## config.mk

```make
export PLATFORM = sky130hd
export DESIGN_NAME = battery_beacon_scheduler
export DESIGN_NICKNAME = d
export VERILOG_FILES = /design/src/rtl/bbs_pkg.sv /design/src/rtl/battery_beacon_scheduler.sv /design/src/rtl/bbs_front.sv /design/src/rtl/bbs_queue.sv /design/src/rtl/bbs_back.sv
export SDC_FILE = /design/constraint.sdc
export NUM_CORES = 1
export LEC_CHECK = 0
export BUFFER_PORTS_ARGS = -buffer_cell sky130_fd_sc_hd__buf_2
export CAP_MARGIN = 15
export CORE_ASPECT_RATIO = 2
export CORE_UTILIZATION = 28
export CTS_BUF_LIST = sky130_fd_sc_hd__clkbuf_8
export DETAILED_ROUTE_END_ITERATION = 8
export PLACE_DENSITY = 0.48
export SKIP_CTS_REPAIR_TIMING = 1
export SYNTH_ARGS = -nofsm -noshare
export SYNTH_HDL_FRONTEND = slang
export SYNTH_SLANG_ARGS = --single-unit
```

## constraint.sdc

```tcl
create_clock -name aclk -period 16.7 [get_ports aclk]
set_input_delay 4.175 -clock aclk [delete_from_list [all_inputs] [get_ports aclk]]
set_output_delay 4.175 -clock aclk [all_outputs]
set_load 0.005 [all_outputs]
```

## src/rtl/bbs_pkg.sv

```systemverilog
`default_nettype none
// ----------------------------------------------------------------------------
// bbs_pkg
// Shared types and constants of the battery beacon scheduler.
// ----------------------------------------------------------------------------
package bbs_pkg;

    localparam int QUEUE_DEPTH_DEF = 4;

    localparam int CFG_IDX_W  = 3;
    localparam int CFG_DATA_W = 32;

    localparam logic [CFG_IDX_W-1:0] REG_ACTIVITY_WINDOW = 3'd0;
    localparam logic [CFG_IDX_W-1:0] REG_QUIET_TIME      = 3'd1;
    localparam logic [CFG_IDX_W-1:0] REG_MIN_INTERVAL    = 3'd2;
    localparam logic [CFG_IDX_W-1:0] REG_REFRESH         = 3'd3;
    localparam logic [CFG_IDX_W-1:0] REG_RELEASE_DELAY   = 3'd4;
    localparam logic [CFG_IDX_W-1:0] REG_BASE_CHARGING   = 3'd5;
    localparam logic [CFG_IDX_W-1:0] REG_BASE_DISCHARGE  = 3'd6;
    localparam logic [CFG_IDX_W-1:0] REG_RELEASE_USAGE   = 3'd7;

    localparam logic [31:0] RST_ACTIVITY_WINDOW = 32'd60000;
    localparam logic [31:0] RST_QUIET_TIME      = 32'd200;
    localparam logic [31:0] RST_MIN_INTERVAL    = 32'd5000;
    localparam logic [31:0] RST_REFRESH         = 32'd300000;
    localparam logic [31:0] RST_RELEASE_DELAY   = 32'd20;

    localparam logic [2:0]  LINK_CONNECTED = 3'd1;
    localparam logic [2:0]  LINK_RESET     = 3'd0;
    localparam logic [7:0]  PCT_UNKNOWN    = 8'hFF;
    localparam logic [7:0]  PCT_MAX        = 8'd100;
    localparam logic [31:0] HALF_RANGE     = 32'h7FFF_FFFF;

    localparam int IN_TDATA_W  = 48;
    localparam int OUT_TDATA_W = 16;

    typedef enum logic [1:0] {
        REQ_TICK    = 2'd0,
        REQ_PRESS   = 2'd1,
        REQ_RELEASE = 2'd2,
        REQ_SAMPLE  = 2'd3
    } req_kind_t;

    // classified event as it sits in the queue
    typedef struct packed {
        req_kind_t   kind;
        logic [31:0] now_ms;
        logic [6:0]  pct;
        logic        charging;
        logic        link_ready;
        logic [2:0]  link_state;
    } item_t;

    typedef struct packed {
        logic empty;
        logic full;
    } queue_stat_t;

    typedef struct packed {
        logic pop;
        logic emit;
    } back_stat_t;

endpackage
`default_nettype wire

```

## src/rtl/battery_beacon_scheduler.sv

```systemverilog
`default_nettype none
// ----------------------------------------------------------------------------
// battery_beacon_scheduler
// Decides when to send a battery-level beacon or its release code.
// ----------------------------------------------------------------------------
// Takes one time-stamped event per clock while the queue has room (tick, key
// press, key release, battery sample) and answers with at most one code word
// per tick: a beacon base+percent (tuser 0) or the release code (tuser 1).
// Events pass through a queue of QUEUE_DEPTH words into the state update,
// which retires one word per cycle unless the result register is stalled;
// each result is registered once its event has left the queue. While the
// result register is held by m_tready low, the queue keeps taking events
// until it is full. Configuration writes are taken at any time, and should
// be made only while no events are in flight.
module battery_beacon_scheduler #(
    parameter int QUEUE_DEPTH = bbs_pkg::QUEUE_DEPTH_DEF
) (
    input  wire logic                                aclk,
    input  wire logic                                aresetn,
    // configuration writes
    input  wire logic                                cfg_valid,
    output logic                                     cfg_ready,
    input  wire logic [bbs_pkg::CFG_IDX_W-1:0]       cfg_index,
    input  wire logic [bbs_pkg::CFG_DATA_W-1:0]      cfg_data,
    // event input
    input  wire logic                                s_tvalid,
    output logic                                     s_tready,
    // now_ms[31:0], battery_pct[39:32], usb_power[40], on_wireless[41],
    // link_state[44:42], zero[47:45]
    input  wire logic [bbs_pkg::IN_TDATA_W-1:0]      s_tdata,
    // req_type[1:0]
    input  wire logic [1:0]                          s_tuser,
    // result output
    output logic                                     m_tvalid,
    input  wire logic                                m_tready,
    // usage_code[15:0]
    output logic [bbs_pkg::OUT_TDATA_W-1:0]          m_tdata,
    // is_release[0]
    output logic                                     m_tuser
);

    bbs_pkg::queue_stat_t q_stat;
    bbs_pkg::back_stat_t  b_stat;
    bbs_pkg::item_t       wr_item, rd_item;
    logic                 push;

    assign cfg_ready = 1'b1;

    bbs_front u_front (
        .s_tvalid (s_tvalid),
        .s_tready (s_tready),
        .s_tdata  (s_tdata),
        .s_tuser  (s_tuser),
        .q_stat   (q_stat),
        .push     (push),
        .item     (wr_item)
    );

    bbs_queue #(
        .DEPTH (QUEUE_DEPTH)
    ) u_queue (
        .aclk    (aclk),
        .aresetn (aresetn),
        .push    (push),
        .wr_item (wr_item),
        .pop     (b_stat.pop),
        .rd_item (rd_item),
        .stat    (q_stat)
    );

    bbs_back u_back (
        .aclk      (aclk),
        .aresetn   (aresetn),
        .cfg_valid (cfg_valid),
        .cfg_index (cfg_index),
        .cfg_data  (cfg_data),
        .q_stat    (q_stat),
        .item      (rd_item),
        .stat      (b_stat),
        .m_tvalid  (m_tvalid),
        .m_tready  (m_tready),
        .m_tdata   (m_tdata),
        .m_tuser   (m_tuser)
    );

`ifndef ASSERT_OFF
    // the back end never retires from an empty queue
    a_pop_not_empty: assert property (@(posedge aclk) disable iff (!aresetn)
        b_stat.pop |-> !q_stat.empty)
        else $error("pop from empty queue");

    // a waiting word is retired whenever the result slot can take a word
    a_no_idle_stall: assert property (@(posedge aclk) disable iff (!aresetn)
        (!q_stat.empty && (!m_tvalid || m_tready)) |-> b_stat.pop)
        else $error("back end stalled with free result slot");

    // a result is only produced while retiring a word
    a_emit_on_pop: assert property (@(posedge aclk) disable iff (!aresetn)
        b_stat.emit |-> b_stat.pop)
        else $error("result without retired word");

    // reset leaves no result and an empty queue behind
    a_reset_clean: assert property (@(posedge aclk)
        !aresetn |=> (!m_tvalid && q_stat.empty))
        else $error("state left after reset");
`endif

endmodule
`default_nettype wire

```

## src/rtl/bbs_front.sv

```systemverilog
`default_nettype none
// ----------------------------------------------------------------------------
// bbs_front
// Intake: unpacks the input word, clamps the percent, flags a usable link
// and pushes the classified event into the queue.
// ----------------------------------------------------------------------------
module bbs_front (
    input  wire logic                            s_tvalid,
    output logic                                 s_tready,
    input  wire logic [bbs_pkg::IN_TDATA_W-1:0]  s_tdata,
    input  wire logic [1:0]                      s_tuser,
    input  wire bbs_pkg::queue_stat_t            q_stat,
    output logic                                 push,
    output bbs_pkg::item_t                       item
);

    logic [7:0] raw_pct;
    logic       wireless;

    assign s_tready = !q_stat.full;
    assign push     = s_tvalid && !q_stat.full;

    assign raw_pct  = s_tdata[39:32];
    assign wireless = s_tdata[41];

    always_comb begin
        item.kind       = bbs_pkg::req_kind_t'(s_tuser);
        item.now_ms     = s_tdata[31:0];
        item.pct        = (raw_pct > bbs_pkg::PCT_MAX) ? bbs_pkg::PCT_MAX[6:0] : raw_pct[6:0];
        item.charging   = s_tdata[40];
        item.link_state = s_tdata[44:42];
        item.link_ready = wireless && (s_tdata[44:42] == bbs_pkg::LINK_CONNECTED);
    end

endmodule
`default_nettype wire

```

## src/rtl/bbs_queue.sv

```systemverilog
`default_nettype none
// ----------------------------------------------------------------------------
// bbs_queue
// Short first-in first-out queue of classified events between intake and
// the state update.
// ----------------------------------------------------------------------------
module bbs_queue #(
    parameter int DEPTH = bbs_pkg::QUEUE_DEPTH_DEF
) (
    input  wire logic                 aclk,
    input  wire logic                 aresetn,
    input  wire logic                 push,
    input  wire bbs_pkg::item_t       wr_item,
    input  wire logic                 pop,
    output bbs_pkg::item_t            rd_item,
    output bbs_pkg::queue_stat_t      stat
);

    localparam int PTR_W = (DEPTH > 1) ? $clog2(DEPTH) : 1;
    localparam int CNT_W = $clog2(DEPTH + 1);

    bbs_pkg::item_t   slot_reg [DEPTH];
    logic [PTR_W-1:0] wr_ptr_reg, wr_ptr_next;
    logic [PTR_W-1:0] rd_ptr_reg, rd_ptr_next;
    logic [CNT_W-1:0] count_reg, count_next;

    assign stat.empty = (count_reg == '0);
    assign stat.full  = (count_reg == CNT_W'(DEPTH));
    assign rd_item    = slot_reg[rd_ptr_reg];

    always_comb begin
        wr_ptr_next = wr_ptr_reg;
        rd_ptr_next = rd_ptr_reg;
        count_next  = count_reg;
        if (push) begin
            wr_ptr_next = (wr_ptr_reg == PTR_W'(DEPTH - 1)) ? '0 : wr_ptr_reg + 1'b1;
        end
        if (pop) begin
            rd_ptr_next = (rd_ptr_reg == PTR_W'(DEPTH - 1)) ? '0 : rd_ptr_reg + 1'b1;
        end
        if (push && !pop) begin
            count_next = count_reg + 1'b1;
        end else if (pop && !push) begin
            count_next = count_reg - 1'b1;
        end
    end

    always_ff @(posedge aclk) begin
        if (!aresetn) begin
            wr_ptr_reg <= '0;
            rd_ptr_reg <= '0;
            count_reg  <= '0;
        end else begin
            wr_ptr_reg <= wr_ptr_next;
            rd_ptr_reg <= rd_ptr_next;
            count_reg  <= count_next;
        end
    end

    always_ff @(posedge aclk) begin
        if (push) begin
            slot_reg[wr_ptr_reg] <= wr_item;
        end
    end

endmodule
`default_nettype wire

```

## src/rtl/bbs_back.sv

```systemverilog
`default_nettype none
// ----------------------------------------------------------------------------
// bbs_back
// State update: holds configuration and scheduler state, retires one queued
// event per cycle while the result slot is free and registers the code word.
// ----------------------------------------------------------------------------
module bbs_back (
    input  wire logic                                aclk,
    input  wire logic                                aresetn,
    input  wire logic                                cfg_valid,
    input  wire logic [bbs_pkg::CFG_IDX_W-1:0]       cfg_index,
    input  wire logic [bbs_pkg::CFG_DATA_W-1:0]      cfg_data,
    input  wire bbs_pkg::queue_stat_t                q_stat,
    input  wire bbs_pkg::item_t                      item,
    output bbs_pkg::back_stat_t                      stat,
    output logic                                     m_tvalid,
    input  wire logic                                m_tready,
    output logic [bbs_pkg::OUT_TDATA_W-1:0]          m_tdata,
    output logic                                     m_tuser
);

    // configuration
    logic [31:0] window_reg, quiet_reg, min_int_reg, refresh_reg, rel_delay_reg;
    logic [15:0] base_chg_reg, base_dis_reg, rel_usage_reg;

    // scheduler state
    logic        sample_seen_reg, sample_seen_next;
    logic        act_seen_reg, act_seen_next;
    logic [31:0] last_act_reg, last_act_next;
    logic [7:0]  held_reg, held_next;
    logic [31:0] last_send_reg, last_send_next;
    logic        sent_once_reg, sent_once_next;
    logic [7:0]  last_value_reg, last_value_next;
    logic        last_chg_reg, last_chg_next;
    logic        dirty_reg, dirty_next;
    logic [31:0] rel_time_reg, rel_time_next;
    logic        rel_wait_reg, rel_wait_next;
    logic [2:0]  prev_link_reg, prev_link_next;

    // result register
    logic        m_valid_reg, m_valid_next;
    logic [15:0] m_code_reg;
    logic        m_rel_reg;

    logic        pop, emit, emit_rel;
    logic [15:0] code;
    logic        link_chg, reconnect, link_drop;
    logic        eff_sent_once, eff_dirty, eff_rel_wait;
    logic [7:0]  eff_last_value;
    logic [31:0] idle, since, rel_age;
    logic        rel_due, beacon_ok, change_ok, send;

    assign pop       = !q_stat.empty && (!m_valid_reg || m_tready);
    assign stat.pop  = pop;
    assign stat.emit = emit;

    assign link_chg  = (item.link_state != prev_link_reg);
    assign reconnect = link_chg && (item.link_state == bbs_pkg::LINK_CONNECTED);
    assign link_drop = link_chg && !reconnect;

    assign eff_sent_once  = reconnect ? 1'b0 : sent_once_reg;
    assign eff_last_value = reconnect ? bbs_pkg::PCT_UNKNOWN : last_value_reg;
    assign eff_dirty      = reconnect || dirty_reg;
    assign eff_rel_wait   = link_drop ? 1'b0 : rel_wait_reg;

    assign idle    = item.now_ms - last_act_reg;
    assign since   = item.now_ms - last_send_reg;
    assign rel_age = item.now_ms - rel_time_reg;
    assign rel_due = (rel_age < bbs_pkg::HALF_RANGE);

    assign beacon_ok = item.link_ready && act_seen_reg && (idle < window_reg)
                     && (held_reg == '0) && (idle > quiet_reg) && sample_seen_reg;

    // minimum interval passed and value or power source changed, or refresh ran out
    assign change_ok = (since >= min_int_reg)
                     && (({1'b0, item.pct} != eff_last_value)
                         || (item.charging != last_chg_reg)
                         || (since >= refresh_reg));

    assign send = beacon_ok && (eff_dirty || !eff_sent_once || change_ok);

    always_comb begin
        sample_seen_next = sample_seen_reg;
        act_seen_next    = act_seen_reg;
        last_act_next    = last_act_reg;
        held_next        = held_reg;
        last_send_next   = last_send_reg;
        sent_once_next   = sent_once_reg;
        last_value_next  = last_value_reg;
        last_chg_next    = last_chg_reg;
        dirty_next       = dirty_reg;
        rel_time_next    = rel_time_reg;
        rel_wait_next    = rel_wait_reg;
        prev_link_next   = prev_link_reg;
        emit             = 1'b0;
        emit_rel         = 1'b0;
        code             = '0;
        if (pop) begin
            unique case (item.kind)
                bbs_pkg::REQ_PRESS, bbs_pkg::REQ_RELEASE: begin
                    last_act_next = item.now_ms;
                    act_seen_next = 1'b1;
                    if (item.kind == bbs_pkg::REQ_PRESS) begin
                        if (held_reg != 8'hFF) held_next = held_reg + 8'd1;
                    end else if (held_reg != '0) begin
                        held_next = held_reg - 8'd1;
                    end
                end
                bbs_pkg::REQ_SAMPLE: begin
                    sample_seen_next = 1'b1;
                    dirty_next       = 1'b1;
                end
                bbs_pkg::REQ_TICK: begin
                    prev_link_next  = item.link_state;
                    sent_once_next  = eff_sent_once;
                    last_value_next = eff_last_value;
                    dirty_next      = eff_dirty;
                    rel_wait_next   = eff_rel_wait;
                    if (eff_rel_wait) begin
                        // pending release blocks beacons until it is retired
                        if (rel_due) begin
                            rel_wait_next = 1'b0;
                            emit          = item.link_ready;
                            emit_rel      = 1'b1;
                            code          = rel_usage_reg;
                        end
                    end else if (send) begin
                        emit            = 1'b1;
                        code            = (item.charging ? base_chg_reg : base_dis_reg)
                                        + {9'd0, item.pct};
                        dirty_next      = 1'b0;
                        last_send_next  = item.now_ms;
                        sent_once_next  = 1'b1;
                        last_value_next = {1'b0, item.pct};
                        last_chg_next   = item.charging;
                        rel_time_next   = item.now_ms + rel_delay_reg;
                        rel_wait_next   = 1'b1;
                    end
                end
                default: begin
                end
            endcase
        end
        if (emit) begin
            m_valid_next = 1'b1;
        end else if (m_tready) begin
            m_valid_next = 1'b0;
        end else begin
            m_valid_next = m_valid_reg;
        end
    end

    always_ff @(posedge aclk) begin
        if (!aresetn) begin
            window_reg    <= bbs_pkg::RST_ACTIVITY_WINDOW;
            quiet_reg     <= bbs_pkg::RST_QUIET_TIME;
            min_int_reg   <= bbs_pkg::RST_MIN_INTERVAL;
            refresh_reg   <= bbs_pkg::RST_REFRESH;
            rel_delay_reg <= bbs_pkg::RST_RELEASE_DELAY;
            base_chg_reg  <= '0;
            base_dis_reg  <= '0;
            rel_usage_reg <= '0;
        end else if (cfg_valid) begin
            unique case (cfg_index)
                bbs_pkg::REG_ACTIVITY_WINDOW: window_reg    <= cfg_data;
                bbs_pkg::REG_QUIET_TIME:      quiet_reg     <= cfg_data;
                bbs_pkg::REG_MIN_INTERVAL:    min_int_reg   <= cfg_data;
                bbs_pkg::REG_REFRESH:         refresh_reg   <= cfg_data;
                bbs_pkg::REG_RELEASE_DELAY:   rel_delay_reg <= cfg_data;
                bbs_pkg::REG_BASE_CHARGING:   base_chg_reg  <= cfg_data[15:0];
                bbs_pkg::REG_BASE_DISCHARGE:  base_dis_reg  <= cfg_data[15:0];
                bbs_pkg::REG_RELEASE_USAGE:   rel_usage_reg <= cfg_data[15:0];
                default: begin
                end
            endcase
        end
    end

    always_ff @(posedge aclk) begin
        if (!aresetn) begin
            sample_seen_reg <= 1'b0;
            act_seen_reg    <= 1'b0;
            last_act_reg    <= '0;
            held_reg        <= '0;
            last_send_reg   <= '0;
            sent_once_reg   <= 1'b0;
            last_value_reg  <= bbs_pkg::PCT_UNKNOWN;
            last_chg_reg    <= 1'b0;
            dirty_reg       <= 1'b0;
            rel_time_reg    <= '0;
            rel_wait_reg    <= 1'b0;
            prev_link_reg   <= bbs_pkg::LINK_RESET;
            m_valid_reg     <= 1'b0;
        end else begin
            sample_seen_reg <= sample_seen_next;
            act_seen_reg    <= act_seen_next;
            last_act_reg    <= last_act_next;
            held_reg        <= held_next;
            last_send_reg   <= last_send_next;
            sent_once_reg   <= sent_once_next;
            last_value_reg  <= last_value_next;
            last_chg_reg    <= last_chg_next;
            dirty_reg       <= dirty_next;
            rel_time_reg    <= rel_time_next;
            rel_wait_reg    <= rel_wait_next;
            prev_link_reg   <= prev_link_next;
            m_valid_reg     <= m_valid_next;
        end
    end

    always_ff @(posedge aclk) begin
        if (emit) begin
            m_code_reg <= code;
            m_rel_reg  <= emit_rel;
        end
    end

    assign m_tvalid = m_valid_reg;
    assign m_tdata  = m_code_reg;
    assign m_tuser  = m_rel_reg;

endmodule
`default_nettype wire

```

==> parameters.txt, run 1 <==
Parameter                              Value

Job
  MaxCap Viol Count    0

Route
  Post-DR vias/cell    4.99
  WL final    103 mm
  Routed vias    24,600
  Number of optimization iterations in the first detailed-route pass    5
  Per-cell routed wire length    20.9 um
  Post-Route M1 WL    35.3 mm
  Detailed-routed wire length on met3    2.92 mm
  Count of nets left with antenna violations after detail routing    0
  Routed wire length on met2    57.2 mm
  DRC violations left    0
  Iter 0 DRT Violations    1,005
  Uppermost layer routed    met5

Layout
  Area taken by flip-flops and latches    0.0128 sq mm
  Post-route design area    0.0346 sq mm
  Non-filler cells in the finished layout    4,931
  Synthesis-to-layout area growth    11.7%
  Net count reported at finish    3,842
  Largest register FFs    184
  Area taken by multi-input logic gates    0.0165 sq mm
  Count of fill cells added during filler insertion    11,600
  Fraction of layout cells with a size suffix above 1    10.2%
  Leading cell types in the layout, fill and taps excluded    sky130_fd_sc_hd__nand2_1, sky130_fd_sc_hd__a21oi_1, sky130_fd_sc_hd__dfxtp_1
  Leading cell type in the layout, fill and taps excluded    sky130_fd_sc_hd__nand2_1

Floorplanning
  Overall die area    0.112 sq mm
  Initial core utilization    28.2%
  Area of the placeable core    0.110 sq mm
  Chip width    237 um
  Number of I/O pins    110
  Std-Cell Rows    172
  Die outline height    472 um

Clocking
  CTS tree    yes
  Clock latency of the later-clocked register in the worst-skew pair    760 ps
  Sink count of the clock tree    540
  Clock transition at the registers of the reported paths    70 ps
  Clock Root Buffer    sky130_fd_sc_hd__clkbuf_8
  Max H-tree Level    3
  Clock buffer count from CTS    82
  Clock Path Buffers    3

Critical path
  Setup slack of the most critical reg-to-reg path    6760 ps
  Data required time of the critical path    17,330 ps
  Maximum single-stage delay on the critical path    770 ps
  Worst Setup End Kind    flip-flop
  Crit-path max FO    44
  Slowest cell on the critical path    sky130_fd_sc_hd__a21boi_0
  Critical Setup Path Class    reg2reg
  Crit path DAT    10,570 ps
  Category of the worst setup path launch point    flip-flop
  Most used cell, CP    sky130_fd_sc_hd__buf_4

GRT
  Wire length of the first global-routing pass    153 mm
  Pin count of the biggest net entering global routing    152
  Number of global-route vias before repair    25,100
  All-layer global routing usage    18.4%
  Remaining global-route overflow    0
  Number of antenna violations at the first check in global routing    5

Placed design
  Cell count after placement    4,776
  Input/output buffers    105
  HPWL after detailed placement    77.3 mm
  Post-place instance area    0.0329 sq mm
  GPL Wtd Cong    0.910

Outcome
  Status    completed

Synth
  Gate count of the mapped netlist    3,403
  EDFF count, synth    201
  Primary flip-flop cell chosen by synthesis mapping    sky130_fd_sc_hd__dfxtp_1
  Synthesized area    0.0310 sq mm
  Number of different library cells in the post-synthesis netlist    98
  Post-synthesis sequential area ratio    41.4%
  Count of synthesis-stage warnings from yosys    0
  Share of flip-flops with an asynchronous set or reset    0%
  Number of storage elements in the synthesis netlist    540
  Synth Net Count    3,775
  Avg Inst Size Synth    9.10 sq um

Power and ir drop
  Ratio of total power to cell area    205 mW/mm^2
  Static Leakage    12.7 nW
  VDD IR max    0.0900 mV

STA
  RSZ-0062 raised after global routing    no
  Final Hold Violating Endpoints    0
  Slew margin rel.    26.1%
  Final-layout worst hold slack    453 ps
  Setup-violating endpoint count in the final report    0
  Sum of negative setup slack    0 ps
  Final Skew    48.6 ps
  Max-slew violation count    0
  Min Tclk post-route    9940 ps
  Highest Clock Rate    101 MHz
  Final worst path period share    59.5%
  Transition time of the tightest slew-check pin    1090 ps

Hold path
  Worst Hold Class    reg2reg
[worst paths after layout]
| path | to | from | cells past startpoint |
|---|---|---|---|
| worst max-delay path | u_back.rel_time_reg[31]$_SDFFE_PN0P_ | flip-flop | 27 |
| worst min register to register | u_back.base_dis_reg[5]$_SDFFE_PN0P_ | u_back.base_dis_reg[5]$_SDFFE_PN0P_ | 2 |
| worst min-delay path | u_back.base_dis_reg[5]$_SDFFE_PN0P_ | u_back.base_dis_reg[5]$_SDFFE_PN0P_ | 2 |
| worst max register to register | u_back.rel_time_reg[31]$_SDFFE_PN0P_ | flip-flop | 27 |
[metal layers]
metal / GRT usage (%) / up-vias
met1: 17.1 / 11800
met3: 2.46 / 241
met5: 0 / -
met4: 13.1 / 2
li1: - / 12100
met2: 36.3 / 468
[cell families after synthesis]
logic type	count (synthesis)	synth area share [%]
buffers and inverters	426	5.47
multiplexers	126	5.98
flip-flops	540	41.4
AO/OA/AOI/OAI	818	16.6
XOR/XNOR	109	3.08
AND/OR/NAND/NOR	1101	15.9
adder cells (fa/ha/maj)	282	11.6
other	1	0.0121
[synthesized netlist by cell type, types with 8 or more instances]
cell type / n / area, sq um
sky130_fd_sc_hd__and2_1: 15 / 93.8
sky130_fd_sc_hd__o22a_1: 8 / 70.1
sky130_fd_sc_hd__o21ai_0: 94 / 470
sky130_fd_sc_hd__clkbuf_1: 92 / 345
sky130_fd_sc_hd__nor3_1: 51 / 255
sky130_fd_sc_hd__inv_1: 279 / 1050
sky130_fd_sc_hd__nand3_1: 49 / 245
sky130_fd_sc_hd__or2_2: 10 / 62.6
sky130_fd_sc_hd__clkbuf_2: 16 / 80.1
sky130_fd_sc_hd__mux2i_1: 69 / 691
sky130_fd_sc_hd__a31oi_1: 18 / 113
sky130_fd_sc_hd__o211ai_1: 48 / 360
sky130_fd_sc_hd__mux2_2: 10 / 113
sky130_fd_sc_hd__nand4_1: 37 / 231
sky130_fd_sc_hd__xor2_1: 33 / 289
sky130_fd_sc_hd__and3_1: 18 / 113
sky130_fd_sc_hd__dfxtp_1: 339 / 6790
sky130_fd_sc_hd__a21boi_0: 8 / 60.1
sky130_fd_sc_hd__o21a_1: 27 / 203
sky130_fd_sc_hd__o21ai_1: 8 / 40.0
sky130_fd_sc_hd__nor2_1: 210 / 788
sky130_fd_sc_hd__nand2_1: 586 / 2200
sky130_fd_sc_hd__edfxtp_1: 201 / 6040
sky130_fd_sc_hd__or3_1: 12 / 75.1
sky130_fd_sc_hd__o31ai_1: 8 / 60.1
sky130_fd_sc_hd__xnor2_1: 76 / 666
sky130_fd_sc_hd__nor2b_1: 22 / 138
sky130_fd_sc_hd__mux4_2: 46 / 1040
sky130_fd_sc_hd__ha_1: 275 / 3440
sky130_fd_sc_hd__a21o_1: 67 / 503
sky130_fd_sc_hd__o21bai_1: 21 / 158
sky130_fd_sc_hd__a211o_1: 9 / 78.8
sky130_fd_sc_hd__nor4_1: 18 / 113
sky130_fd_sc_hd__buf_2: 21 / 105
sky130_fd_sc_hd__a21oi_1: 382 / 1910
sky130_fd_sc_hd__a22o_1: 16 / 140
sky130_fd_sc_hd__a211oi_1: 28 / 210
sky130_fd_sc_hd__buf_1: 9 / 33.8
sky130_fd_sc_hd__nand2b_1: 26 / 163
[final cells by class]
class                           count  share of cell area [%]
Tap cell                         1392                    5.03
Sequential cell                   540                    37.1
Clock inverter                     54                    1.08
Inverter                          279                    3.05
Antenna cell                        3                  0.0217
Clock buffer                       96                    3.82
Timing Repair Buffer              130                    2.21
Multi-Input combinational cell   2437                    47.7
[power breakdown]
group / switching (mW) / internal, mW
sequential: 0.0718 / 1.48
clock: 0.567 / 0.604
combinational: 2.71 / 1.66
total: 3.35 / 3.74
[critical path, delay by kind of cell, from the launching register on]
| family | cells | cell delay (ps) |
|---|---|---|
| AOI/OAI and AO/OA | 11 | 3550 |
| adders and majority gates | 3 | 920 |
| buffers and inverters | 6 | 2420 |
| DFF | 1 | 560 |
| muxes | 2 | 1030 |
| and+or+nand+nor | 5 | 1250 |
[per-stage QoR]
step / util, % / power (mW) / worst slack, ps
2_1_floorplan: - / 4.64 / 9440
3_3_place_gp: 29.9 / 5.91 / 6720
3_5_place_dp: 29.9 / 5.94 / 6700
4_1_cts: 31.5 / 7.17 / 6650
5_1_grt: 31.5 / 7.67 / 6200
6_report: 31.5 / 7.09 / 6760
No activity file was read; power rests on OpenSTA's default activity.
==> inputs of run 2 (changes only) <==
--- a/config.mk
+++ b/config.mk
@@ -5,6 +5,7 @@
 export SDC_FILE = /design/constraint.sdc
 export NUM_CORES = 1
 export LEC_CHECK = 0
+export ABC_AREA = 1
 export BUFFER_PORTS_ARGS = -buffer_cell sky130_fd_sc_hd__buf_2
 export CAP_MARGIN = 15
 export CORE_ASPECT_RATIO = 2
==> constraint.sdc (replaced) <==
create_clock -name aclk -period 9.5 [get_ports aclk]
set_input_delay 2.375 -clock aclk [delete_from_list [all_inputs] [get_ports aclk]]
set_output_delay 2.375 -clock aclk [all_outputs]
set_load 0.005 [all_outputs]
==> run 2 against run 1 <==
Total power up 91%. Combinational power increased by 99%. Final area rose by 2.7%. Critical path type unchanged. Highest routed layer unchanged.
==> parameters.txt, run 2 <==
Parameter                              Value

Outcome
  Status    completed

STA
  Final-layout worst hold slack    452 ps (-0.159 ps)
  Final Skew    40.9 ps (-7.70 ps)
  Transition time of the tightest slew-check pin    1040 ps (-46.5 ps)
  Final worst path period share    78.2% (+19 points)
  Max-slew violation count    0 (unchanged)
  Highest Clock Rate    135 MHz (+34%)
  Setup-violating endpoint count in the final report    0 (unchanged)
  Final Hold Violating Endpoints    0 (unchanged)
  RSZ-0062 raised after global routing    no
  Min Tclk post-route    7430 ps (-2510 ps)
  Slew margin rel.    30.3% (+4.2 points)
  Sum of negative setup slack    0 ps (unchanged)

Floorplanning
  Std-Cell Rows    173 (+0.58%)
  Area of the placeable core    0.111 sq mm (+1.4%)
  Die outline height    476 um (+0.75%)
  Chip width    239 um (+0.75%)
  Overall die area    0.114 sq mm (+1.5%)
  Initial core utilization    28.3% (+0.041 points)
  Number of I/O pins    110 (unchanged)

Clocking
  Max H-tree Level    3 (unchanged)
  Clock buffer count from CTS    80 (-2.4%)
  Clock latency of the later-clocked register in the worst-skew pair    750 ps (about the same)
  Sink count of the clock tree    540 (unchanged)
  CTS tree    yes
  Clock Path Buffers    3 (unchanged)
  Clock transition at the registers of the reported paths    70 ps (about the same)
  Clock Root Buffer    sky130_fd_sc_hd__clkbuf_8

Layout
  Post-route design area    0.0355 sq mm (+2.7%)
  Leading cell types in the layout, fill and taps excluded    sky130_fd_sc_hd__nand2_1, sky130_fd_sc_hd__inv_1, sky130_fd_sc_hd__a21oi_1
  Area taken by multi-input logic gates    0.0160 sq mm (-3.0%)
  Area taken by flip-flops and latches    0.0128 sq mm (about the same)
  Count of fill cells added during filler insertion    12,000 (+3.8%)
  Largest register FFs    184 (unchanged)
  Synthesis-to-layout area growth    13.0%
  Net count reported at finish    4,531 (+18%)
  Fraction of layout cells with a size suffix above 1    8.26% (-1.9 points)
  Util after Layout    31.9% (+0.41 points)
  Leading cell type in the layout, fill and taps excluded    sky130_fd_sc_hd__nand2_1

Critical path
  Maximum single-stage delay on the critical path    710 ps (-60 ps)
  Slowest cell on the critical path    sky130_fd_sc_hd__buf_4
  Gate family responsible for the most delay along the worst path    simple AND/OR/NAND/NOR gates
  Category of the worst setup path launch point    flip-flop
  Crit path DAT    8020 ps (-2550 ps)
  Data required time of the critical path    10,090 ps (-7240 ps)
  Most used cell, CP    sky130_fd_sc_hd__nand2_1
  Critical Setup Path Class    reg2reg
  Worst Setup End Kind    flip-flop
  Crit-path max FO    77 (+75%)
  Setup slack of the most critical reg-to-reg path    2070 ps (-4690 ps)
  Cells on worst reg2reg path    27 (unchanged)
  Critical path buffer and inverter count    3 (-3)
  Capture point of the worst reg-to-reg path    u_back.m_tdata[1]$_SDFFCE_PN0P_

GRT
  Pin count of the biggest net entering global routing    196 (+29%)
  Wire length of the first global-routing pass    160 mm (+4.0%)
  Remaining global-route overflow    0 (unchanged)
  Number of antenna violations at the first check in global routing    4 (-1)
  Number of global-route vias before repair    26,600 (+6.0%)
  All-layer global routing usage    19.0% (+0.54 points)

Synth
  Post-synthesis sequential area ratio    40.8% (-0.62 points)
  Synthesized area    0.0315 sq mm (+1.5%)
  Most common library cells after synthesis    sky130_fd_sc_hd__nand2_1, sky130_fd_sc_hd__inv_1, sky130_fd_sc_hd__a21oi_1
  Avg Inst Size Synth    7.75 sq um (-15%)
  Primary flip-flop cell chosen by synthesis mapping    sky130_fd_sc_hd__dfxtp_1
  Count of synthesis-stage warnings from yosys    0 (unchanged)
  Gate count of the mapped netlist    4,057 (+19%)
  EDFF count, synth    201 (unchanged)
  Synth Net Count    4,429 (+17%)
  Largest area contributor in the synthesized netlist    sky130_fd_sc_hd__dfxtp_1
  Share of flip-flops with an asynchronous set or reset    0% (unchanged)
  Most frequently used cell type in the post-synthesis netlist    sky130_fd_sc_hd__nand2_1
  Area contributors post-synth    sky130_fd_sc_hd__dfxtp_1, sky130_fd_sc_hd__edfxtp_1, sky130_fd_sc_hd__ha_1
  Proportion of netlist area held by the largest area contributor    21.6% (-0.33 points)
  Number of storage elements in the synthesis netlist    540 (unchanged)
  Number of different library cells in the post-synthesis netlist    54 (-45%)

Power and ir drop
  VDD IR max    0.179 mV (+99%)
  Switching pwr    6.87 mW (+110%)
  Internal power of the cells    6.69 mW (+79%)
  Clock share of power    16.0% (-0.5 points)
  Share of total power in sequential cells    20.0% (-1.8 points)
  Sw frac    50.7% (+3.4 points)
  Combinational fraction of design power    64.0% (+2.4 points)
  Ratio of total power to cell area    382 mW/mm^2 (+86%)
  Static Leakage    15.2 nW (+20%)

Placed design
  GPL Wtd Cong    0.892 (-2.0%)
  HPWL after detailed placement    81.1 mm (+4.9%)
  Post-place instance area    0.0337 sq mm (+2.7%)
  Input/output buffers    105 (unchanged)

Job
  MaxCap Viol Count    0 (unchanged)

Route
  Iter 0 DRT Violations    1,142 (+14%)
  Number of optimization iterations in the first detailed-route pass    5 (unchanged)
  DRC violations left    0 (unchanged)
  WL final    107 mm (+3.8%)
  Post-DR vias/cell    4.71 (-5.6%)
  Count of nets left with antenna violations after detail routing    0 (unchanged)
  Routed vias    26,900 (+9.4%)
  Per-cell routed wire length    18.8 um (-10%)

Hold path
  End point of the worst hold path    u_back.base_chg_reg[1]$_SDFFE_PN0P_
  Instance count along the most critical hold path    2 (unchanged)
  Launch instance of the worst min-delay path    u_back.base_chg_reg[1]$_SDFFE_PN0P_
  Worst Hold Class    reg2reg
## run 2: kinds of logic (layout without fill, tap and decap cells)
family | after synthesis | after routing | share of synthesized area, %
AO/OA/AOI/OAI | 952 | 952 | 16.8
XOR/XNOR | 115 | 115 | 3.20
adder cells (fa/ha/maj) | 282 | 282 | 11.4
buffers and inverters | 681 | 848 | 8.39
flip-flops | 540 | 540 | 40.8
multiplexers | 7 | 7 | 0.247
other | 1 | 3 | 0.0119
AND/OR/NAND/NOR | 1479 | 1479 | 19.2
## run 2: cell type report
type,instances,area share [%]
Antenna cell,2,0.0141
Clock buffer,94,3.64
Clock inverter,53,1.39
Inverter,540,5.70
Multi-Input combinational cell,2836,45.1
Sequential cell,540,36.1
Tap cell,1487,5.24
Timing Repair Buffer,161,2.83
## run 2: stage by stage
stage	setup slack (ps)	cells	power, mW
global route	1560	5712	14.8
global placement	2130	5564	11.4
floorplan	3980	4057	8.61
CTS	1990	5711	13.8
finish	2070	5713	13.6
detailed placement	2060	5564	11.5
## run 2: how the worst max path moves through the flow
stage                                      endpoint  slack [ps]  depth (start not counted)
global placement    u_back.m_tdata[1]$_SDFFCE_PN0P_        2130                         27
global route        u_back.m_tdata[1]$_SDFFCE_PN0P_        1560                         28
finish              u_back.m_tdata[1]$_SDFFCE_PN0P_        2070                         27
floorplan           u_back.m_tdata[0]$_SDFFCE_PN0P_        3980                         31
detailed placement  u_back.m_tdata[1]$_SDFFCE_PN0P_        2060                         27
CTS                 u_back.m_tdata[1]$_SDFFCE_PN0P_        1990                         27
## run 2: power groups by stage
| stage | Combinational, mW | Sequential (mW) | Clock (mW) |
|---|---|---|---|
| floorplan | 5.88 | 2.73 | 0 |
| global placement | 8.66 | 2.75 | 0 |
| detailed placement | 8.75 | 2.76 | 0 |
| CTS | 8.81 | 2.71 | 2.25 |
| global route | 9.76 | 2.73 | 2.32 |
| finish | 8.68 | 2.71 | 2.17 |
## run 2: worst min-delay path: stages (launching register included)
cell and delay (ps):
sky130_fd_sc_hd__dfxtp_1 300, sky130_fd_sc_hd__inv_1 60, sky130_fd_sc_hd__a21oi_1 50
## run 2: per-layer routing
layer  global-route usage [%]  up-vias  part of all wire, %
li1                         -    13700                    -
met1                     17.8    12500                   35
met2                     37.9      514                   56
met3                     2.26      223                  2.7
met4                     12.3        4                  6.7
met5                        0        -                0.021
